[config.mk]
export PLATFORM = sky130hd
export DESIGN_NAME = deque_with_search
export DESIGN_NICKNAME = d
export VERILOG_FILES = /design/src/dws_pkg.sv /design/src/deque_with_search.sv
export VERILOG_INCLUDE_DIRS = /design/src /design/src/src
export SDC_FILE = /design/constraint.sdc
export NUM_CORES = 1
export LEC_CHECK = 0
export BUFFER_PORTS_ARGS = -buffer_cell sky130_fd_sc_hd__buf_2
export CORE_MARGIN = 3
export CORE_UTILIZATION = 45
export CTS_BUF_LIST = sky130_fd_sc_hd__clkbuf_16
export CTS_CLUSTER_SIZE = 28
export DETAILED_ROUTE_END_ITERATION = 16
export SLEW_MARGIN = 20
export SYNTH_ARGS = -nofsm -noshare
export SYNTH_HDL_FRONTEND = slang
export SYNTH_SLANG_ARGS = --single-unit
export TNS_END_PERCENT = 100
[constraint.sdc]
create_clock -name clk_i -period 4.55 [get_ports clk_i]
set_input_delay 0.6825 -clock clk_i [delete_from_list [all_inputs] [get_ports clk_i]]
set_output_delay 0.6825 -clock clk_i [all_outputs]
set_load 0.02 [all_outputs]
[src/deque_with_search_macros.svh]
// ----------------------------------------------------------------------------
// Deque with search: assertion macros
// Short forms for the concurrent checks of the deque block, clocked on clk_i
// and switched off while rst_ni is low.
// ----------------------------------------------------------------------------
`ifndef DEQUE_WITH_SEARCH_MACROS_SVH
`define DEQUE_WITH_SEARCH_MACROS_SVH

// Same-cycle implication
`define DWS_ASSERT_IMP(lbl, ante, cons, msg) \
  lbl: assert property (@(posedge clk_i) disable iff (!rst_ni) (ante) |-> (cons)) \
    else $error(msg);

// Next-cycle implication
`define DWS_ASSERT_NXT(lbl, ante, cons, msg) \
  lbl: assert property (@(posedge clk_i) disable iff (!rst_ni) (ante) |=> (cons)) \
    else $error(msg);

`endif

[src/dws_pkg.sv]
// ----------------------------------------------------------------------------
// Deque with search: package
// Action and status codes, state encoding and default sizes.
// ----------------------------------------------------------------------------
package dws_pkg;

  localparam int unsigned DepthDefault = 32;

  localparam int unsigned ActionW = 3;
  localparam int unsigned ValueW  = 32;
  localparam int unsigned StatusW = 3;
  localparam int unsigned PosW    = 6;
  localparam int unsigned OccW    = 6;

  typedef enum logic [ActionW-1:0] {
    ActPushFront = 3'd0,
    ActPushBack  = 3'd1,
    ActPopFront  = 3'd2,
    ActPopBack   = 3'd3,
    ActList      = 3'd4,
    ActSearch    = 3'd5,
    ActCount     = 3'd6
  } action_e;

  typedef enum logic [StatusW-1:0] {
    StsPushed   = 3'd0,
    StsPopped   = 3'd1,
    StsEmpty    = 3'd2,
    StsListed   = 3'd3,
    StsFound    = 3'd4,
    StsNotFound = 3'd5,
    StsCount    = 3'd6,
    StsFull     = 3'd7
  } status_e;

  typedef enum logic [3:0] {
    StIdle  = 4'b0001,
    StPop   = 4'b0010,
    StScan  = 4'b0100,
    StFlush = 4'b1000
  } state_e;

endpackage

[src/deque_with_search.sv]
// ----------------------------------------------------------------------------
// Deque with search
// Bounded double-ended queue of signed 32-bit values in a ring memory, with
// push, pop, list, search and count actions.
// ----------------------------------------------------------------------------
// An item is taken when start_i is high and busy_o is low. Each result is
// shown for exactly one cycle with result_valid_o high and must be captured
// then: there is no way to hold results off. Push and count answer in the
// cycle after the item, with busy_o staying low, so pushes and counts may
// follow each other every cycle. A pop reads the ring memory through the
// registered read port, answers from the StPop state and is busy in StPop.
// List walks the stored entries one memory read per cycle and gives one
// result per entry, the last one with last_o high. Search walks the same way
// and holds each match back until the next match or the end of the walk, so
// that the last match can carry last_o; it gives one result per match or a
// single not-found result. Pops, lists and searches on an empty ring and
// pushes into a full ring answer with one empty or full result. The
// single-port-read ring memory sets the walking speed. Unused action codes
// are dropped without a result. No clearing pass runs after reset.
// ----------------------------------------------------------------------------
`include "deque_with_search_macros.svh"

module deque_with_search #(
  parameter int unsigned DEPTH = dws_pkg::DepthDefault
) (
  input  logic                              clk_i,
  input  logic                              rst_ni,
  input  logic                              start_i,
  output logic                              busy_o,
  input  logic [dws_pkg::ActionW-1:0]       action_i,
  input  logic signed [dws_pkg::ValueW-1:0] value_i,
  output logic                              result_valid_o,
  output logic [dws_pkg::StatusW-1:0]       status_o,
  output logic signed [dws_pkg::ValueW-1:0] item_value_o,
  output logic [dws_pkg::PosW-1:0]          position_o,
  output logic [dws_pkg::OccW-1:0]          occupancy_o,
  output logic                              last_o
);

  localparam int unsigned PW = $clog2(DEPTH);
  localparam int unsigned CW = $clog2(DEPTH + 1);
  localparam logic [CW-1:0] DepthC = CW'(DEPTH);
  localparam logic [PW:0]   DepthW = (PW + 1)'(DEPTH);

  // Wrap a ring sum that stays below twice the depth
  function automatic logic [PW-1:0] wrap(input logic [PW:0] s);
    logic [PW:0] t;
    t = (s >= DepthW) ? (s - DepthW) : s;
    return t[PW-1:0];
  endfunction

  // Ring memory: one write and one registered read per cycle
  logic [dws_pkg::ValueW-1:0] mem [DEPTH];
  logic                       mem_we;
  logic [PW-1:0]              mem_waddr;
  logic [PW-1:0]              mem_raddr;
  logic [dws_pkg::ValueW-1:0] rdata_q;

  always_ff @(posedge clk_i) begin
    if (mem_we) begin
      mem[mem_waddr] <= value_i;
    end
    rdata_q <= mem[mem_raddr];
  end

  // Control state
  dws_pkg::state_e state_q, state_d;
  logic [PW-1:0] front_q, front_d;
  logic [CW-1:0] count_q, count_d;
  logic [CW-1:0] off_q, off_d;
  logic [PW-1:0] scan_addr_q, scan_addr_d;
  logic          is_search_q, is_search_d;
  logic          pend_valid_q, pend_valid_d;
  logic [CW-1:0] pend_pos_q, pend_pos_d;

  // Search key, payload only
  logic [dws_pkg::ValueW-1:0] key_q, key_d;

  // Result register
  logic                       res_valid_q, res_valid_d;
  dws_pkg::status_e           status_q, status_d;
  logic [dws_pkg::ValueW-1:0] res_value_q, res_value_d;
  logic [CW-1:0]              res_pos_q, res_pos_d;
  logic [dws_pkg::OccW-1:0]   occ_q;
  logic                       last_q, last_d;

  logic          accept;
  logic          is_full;
  logic          is_empty;
  logic [PW:0]   tail_sum;
  logic [CW-1:0] off_inc;
  logic          scan_final;
  logic          scan_match;

  assign accept     = start_i && (state_q == dws_pkg::StIdle);
  assign is_full    = (count_q == DepthC);
  assign is_empty   = (count_q == '0);
  assign tail_sum   = {1'b0, front_q} + (PW + 1)'(count_q);
  assign off_inc    = off_q + CW'(1);
  assign scan_final = (off_inc == count_q);
  assign scan_match = (rdata_q == key_q);

  always_comb begin
    state_d      = state_q;
    front_d      = front_q;
    count_d      = count_q;
    off_d        = off_q;
    scan_addr_d  = scan_addr_q;
    is_search_d  = is_search_q;
    pend_valid_d = pend_valid_q;
    pend_pos_d   = pend_pos_q;
    key_d        = key_q;
    res_valid_d  = 1'b0;
    status_d     = dws_pkg::StsPushed;
    res_value_d  = '0;
    res_pos_d    = '0;
    last_d       = 1'b1;
    mem_we       = 1'b0;
    mem_waddr    = front_q;
    mem_raddr    = scan_addr_q;

    case (state_q)
      dws_pkg::StIdle: begin
        if (accept) begin
          case (dws_pkg::action_e'(action_i))
            dws_pkg::ActPushFront, dws_pkg::ActPushBack: begin
              res_valid_d = 1'b1;
              if (is_full) begin
                status_d = dws_pkg::StsFull;
              end else begin
                mem_we = 1'b1;
                if (action_i == dws_pkg::ActPushFront) begin
                  front_d   = (front_q == '0) ? PW'(DEPTH - 1) : (front_q - PW'(1));
                  mem_waddr = front_d;
                end else begin
                  mem_waddr = wrap(tail_sum);
                end
                count_d  = count_q + CW'(1);
                status_d = dws_pkg::StsPushed;
              end
            end
            dws_pkg::ActPopFront, dws_pkg::ActPopBack: begin
              if (is_empty) begin
                res_valid_d = 1'b1;
                status_d    = dws_pkg::StsEmpty;
              end else begin
                if (action_i == dws_pkg::ActPopFront) begin
                  mem_raddr = front_q;
                  front_d   = wrap({1'b0, front_q} + (PW + 1)'(1));
                end else begin
                  mem_raddr = wrap(tail_sum - (PW + 1)'(1));
                end
                count_d = count_q - CW'(1);
                state_d = dws_pkg::StPop;
              end
            end
            dws_pkg::ActList, dws_pkg::ActSearch: begin
              if (is_empty) begin
                res_valid_d = 1'b1;
                status_d    = dws_pkg::StsEmpty;
              end else begin
                // Issue the first read now; walk from the next slot on
                mem_raddr    = front_q;
                scan_addr_d  = wrap({1'b0, front_q} + (PW + 1)'(1));
                off_d        = '0;
                key_d        = value_i;
                is_search_d  = (action_i == dws_pkg::ActSearch);
                pend_valid_d = 1'b0;
                state_d      = dws_pkg::StScan;
              end
            end
            dws_pkg::ActCount: begin
              res_valid_d = 1'b1;
              status_d    = dws_pkg::StsCount;
            end
            default: begin
            end
          endcase
        end
      end

      dws_pkg::StPop: begin
        res_valid_d = 1'b1;
        status_d    = dws_pkg::StsPopped;
        res_value_d = rdata_q;
        state_d     = dws_pkg::StIdle;
      end

      dws_pkg::StScan: begin
        // Read data belongs to offset off_q; advance the walk
        mem_raddr   = scan_addr_q;
        scan_addr_d = wrap({1'b0, scan_addr_q} + (PW + 1)'(1));
        off_d       = off_inc;
        if (!is_search_q) begin
          res_valid_d = 1'b1;
          status_d    = dws_pkg::StsListed;
          res_value_d = rdata_q;
          res_pos_d   = off_inc;
          last_d      = scan_final;
          if (scan_final) begin
            state_d = dws_pkg::StIdle;
          end
        end else begin
          // Hold each match back until the next one shows it is not the last
          if (scan_match) begin
            if (pend_valid_q) begin
              res_valid_d = 1'b1;
              status_d    = dws_pkg::StsFound;
              res_value_d = key_q;
              res_pos_d   = pend_pos_q;
              last_d      = 1'b0;
            end
            pend_valid_d = 1'b1;
            pend_pos_d   = off_inc;
          end
          if (scan_final) begin
            state_d = dws_pkg::StFlush;
          end
        end
      end

      dws_pkg::StFlush: begin
        res_valid_d = 1'b1;
        if (pend_valid_q) begin
          status_d    = dws_pkg::StsFound;
          res_value_d = key_q;
          res_pos_d   = pend_pos_q;
        end else begin
          status_d = dws_pkg::StsNotFound;
        end
        pend_valid_d = 1'b0;
        state_d      = dws_pkg::StIdle;
      end

      default: begin
        state_d = dws_pkg::StIdle;
      end
    endcase
  end

  always_ff @(posedge clk_i or negedge rst_ni) begin
    if (!rst_ni) begin
      state_q      <= dws_pkg::StIdle;
      front_q      <= '0;
      count_q      <= '0;
      off_q        <= '0;
      scan_addr_q  <= '0;
      is_search_q  <= 1'b0;
      pend_valid_q <= 1'b0;
      pend_pos_q   <= '0;
      res_valid_q  <= 1'b0;
    end else begin
      state_q      <= state_d;
      front_q      <= front_d;
      count_q      <= count_d;
      off_q        <= off_d;
      scan_addr_q  <= scan_addr_d;
      is_search_q  <= is_search_d;
      pend_valid_q <= pend_valid_d;
      pend_pos_q   <= pend_pos_d;
      res_valid_q  <= res_valid_d;
    end
  end

  // Payload registers
  always_ff @(posedge clk_i) begin
    key_q       <= key_d;
    status_q    <= status_d;
    res_value_q <= res_value_d;
    res_pos_q   <= res_pos_d;
    occ_q       <= dws_pkg::OccW'(count_d);
    last_q      <= last_d;
  end

  assign busy_o         = (state_q != dws_pkg::StIdle);
  assign result_valid_o = res_valid_q;
  assign status_o       = status_q;
  assign item_value_o   = res_value_q;
  assign position_o     = dws_pkg::PosW'(res_pos_q);
  assign occupancy_o    = occ_q;
  assign last_o         = last_q;

  // Checks
  `DWS_ASSERT_NXT(a_push_answers, accept && !is_full && (action_i == dws_pkg::ActPushFront || action_i == dws_pkg::ActPushBack), res_valid_q && status_q == dws_pkg::StsPushed && last_q, "push into a ring with room did not answer pushed")
  `DWS_ASSERT_NXT(a_busy_count_stable, busy_o, $stable(count_q), "occupancy changed while busy")
  `DWS_ASSERT_IMP(a_scan_in_range, state_q == dws_pkg::StScan, off_q < count_q && count_q <= DepthC, "walk offset beyond occupancy")
  `DWS_ASSERT_NXT(a_flush_last, state_q == dws_pkg::StFlush, res_valid_q && last_q && state_q == dws_pkg::StIdle, "search did not close with a final result")

endmodule
==> flow_summary.ini <==
[status]
status = completed

[timing]
setup_viol = 0
period_needed_ns = 4.37
skew_ns = 0.0451
finalSetupTns_ns = 0
tightest_slew_ns = 1.02
slew_viol_final = 0
timing.final.crit_share_pct = 96.1
slew-limit-headroom_pct = 31.8
rsz0062_at_grt = false
finalWorstSetupSlack_ns = 0.177
fmax_ghz = 0.229
hold_viol_final = 0

[logic_synthesis]
synth_flop_cell = edfxtp_1
ys_seq_area_share_pct = 70.1
syn_area_sq_um = 48800
async_reset_ff_share_pct = 2.99
synthesis.nets = 3484
syn_avg_cell_area_sq_um = 14.2
synth_cell_types = 71
synth_edf_count = 1056
postSynthCellCount = 3431
ys_warn_count = 0
synth_seq_cells = 1171

[clock_tree]
worstSkewPairLatency_ns = 0.74
root_buffer = clkbuf_16
ctsLongestPathBuffers = 3
cts_sinks = 1171
clk_pin_slew_ns = 0.06
cts_made_buffers = 117
cts_tree = yes
htreeDepth = 3

[pwr]
p_leak_nw = 17.2
ir_drop_mv = 0.409
power_density_nw_per_um2 = 603

[routing]
drtAntennaViolNets = 0
drc_errors = 0
first_pass_iters = 6
first_iter_violations = 5272
finalWirelength_mm = 165
vias = 35600
post_drt_wl_per_cell_microns = 33.2
avgViaCountPerCell = 7.19

[place]
place_ws_ns = 0.0625
detailed_place_hpwl_mm = 88.7
dpl.cell_count = 4733
placement.io_buffers = 87
gp_congestion = 0.890

[grt]
antenna_found_initial = 13
busiest_layer = met2
grt_pass1_wl_mm = 237
grt_max_degree = 173
first_global_vias = 33500
grt_overflow = 0
track_usage_pct = 28.6
grt_use_met3_pct = 6.79
gr-usage-met1_pct = 40.7
grt_use_met2_pct = 42.7

[floorplan]
die_h_microns = 335
core_sq_um = 107000
fp.dieW_microns = 335
start_util_pct = 45.5
io_pins = 88
rows = 120
die-area_sq_um = 112000

[job]
drv_cap = 0

[final_layout]
register_area_sq_um = 34200
fin_nets = 3502
instances_no_fill = 4960
area_growth_pct = 14.5
final_cell_mix = edfxtp_1, o21ai_0, a32oi_1
drive_gt1_share_pct = 14.9
layout_commonest_cell = edfxtp_1
fillers = 8675
multiInputGateArea_sq_um = 13200

[critical_path]
cp.required_ns = 5.11
worstPathArrival_ns = 4.93
r2r_setup_slack_ns = 0.18
r2r_cells = 13
endpoint_kind = flop
path_max_fanout = 74
startpoint_type = flop
worstSetupPathType = reg -> reg

[min_path]
worstHoldPathType = in -> async
## synth_stat cells, drive strengths merged (2+ instances only)
cell type	count	share of area [%]
ha	14	0.36
xor2	10	0.18
nor3b	3	0.079
or3	10	0.13
o31ai	3	0.046
nand2	39	0.31
dfrtp	34	1.7
a311oi	129	2.3
a21oi	22	0.23
a22oi	3	0.046
a22o	34	0.61
nor2	68	0.53
nor3	11	0.14
a2111oi	128	2.3
o31a	2	0.036
nand2b	2	0.026
and3	2	0.026
o221ai	4	0.072
dfxtp	80	3.3
buf	144	1.6
o21ai	544	5.6
o22ai	3	0.038
a21o	3	0.046
mux2	4	0.092
or4	2	0.031
nor4	36	0.46
nand4	9	0.12
o21a	4	0.062
mux2i	6	0.12
nand3	155	1.6
a31o	5	0.090
xnor2	42	0.75
o211ai	2	0.059
clkbuf	257	2.0
a32oi	389	7.0
nor2b	2	0.026
edfxtp	1056	65
a221oi	128	2.3
inv	16	0.12
a31oi	5	0.077
nand3b	2	0.031
o2bb2ai	4	0.072
## report_power, final
group | total (mW) | internal (mW) | leakage, nW | switching (mW)
clock | 9.44 | 5.30 | 2.00 | 4.14
combinational | 11.7 | 3.86 | 4.61 | 7.79
sequential | 12.6 | 12.1 | 10.6 | 0.495
total | 33.7 | 21.3 | 17.2 | 12.4
## metal layers
| layer | wire [microns] | up-vias |
|---|---|---|
| li1 | - | 14500 |
| met1 | 65500 | 18100 |
| met2 | 73000 | 2583 |
| met3 | 19900 | 397 |
| met4 | 6260 | 9 |
| met5 | 167 | - |
## state kept, by name (all words and copies together) (netlist names)
register	cells
mem	1024
item_value_o	32
key_q	32
rdata_q	32
count_q	6
occupancy_o	6
off_q	6
pend_pos_q	6
position_o	6
front_q	5
scan_addr_q	5
state_q	4
status_o	3
is_search_q	1
last_o	1
pend_valid_q	1
result_valid_o	1
## repair_timing
action                     CTS  global route
setup endpoints to repair    0             1
hold endpoints to repair     0             0
resized for setup            0             1
hold buffers                 0             0
setup buffers                0             0
## stage by stage
stage / hold slack [ns] / utilization, % / area [sq um] / power [mW]
after floorplan: 0.387 / - / 48800 / 19.6
after CTS: 0.0663 / 52.0 / 55900 / 33.4
final: 0.0676 / 52.1 / 55900 / 33.7
after global routing: 0.134 / 52.1 / 55900 / 34.9
after global placement: 0.466 / 48.5 / 52100 / 23.9
after detailed placement: 0.472 / 48.5 / 52100 / 24.1
## worst max-delay path, stage by stage, from the launching register on
cell,delay [ns]
dfrtp_1,0.52
ha_1,0.31
fa_1,0.57
inv_1,0.07
ha_1,0.24
xor3_1,0.20
mux2i_1,0.16
o21ai_0,0.16
a2bb2oi_4,0.25
buf_12,0.24
buf_12,0.31
a221oi_1,0.10
a2111oi_0,0.85
nor4_1,0.15
## layout make-up
cell class | count | area share [%]
flip-flops and latches | 1171 | 61.2
multi-input cells | 1842 | 23.6
clock buffers | 117 | 5.24
repair buffers | 300 | 5.18
well taps | 1403 | 3.14
clock inverters | 105 | 1.50
inverters | 17 | 0.114
diodes | 5 | 0.0224
## kinds of logic after synthesis
kind of cell	Yosys count	share of synthesized area [%]
muxes	10	0.215
AOI/OAI and AO/OA	1419	21.1
adders and majority gates	15	0.400
xor gates and xnor gates	53	0.982
buffers and inverters	418	3.68
DFF	1171	70.1
and+or+nand+nor	345	3.56
## worst paths after layout
path,from,to
setup / recovery,front_q[0]$_DFFE_PN0P_,rdata_q[8]$_DFF_P_
min in group clk_i,action_i[2],is_search_q$_DFFE_PN0P_
max in group asynchronous,rst_ni,scan_addr_q[0]$_DFFE_PN0P_
hold / removal,rst_ni,off_q[3]$_DFFE_PN0P_
hold reg to reg,pend_pos_q[4]$_DFFE_PN0P_,position_o[4]$_DFF_P_
setup reg to reg,front_q[0]$_DFFE_PN0P_,rdata_q[8]$_DFF_P_
Note: power is estimated with default switching activity, not from simulation.
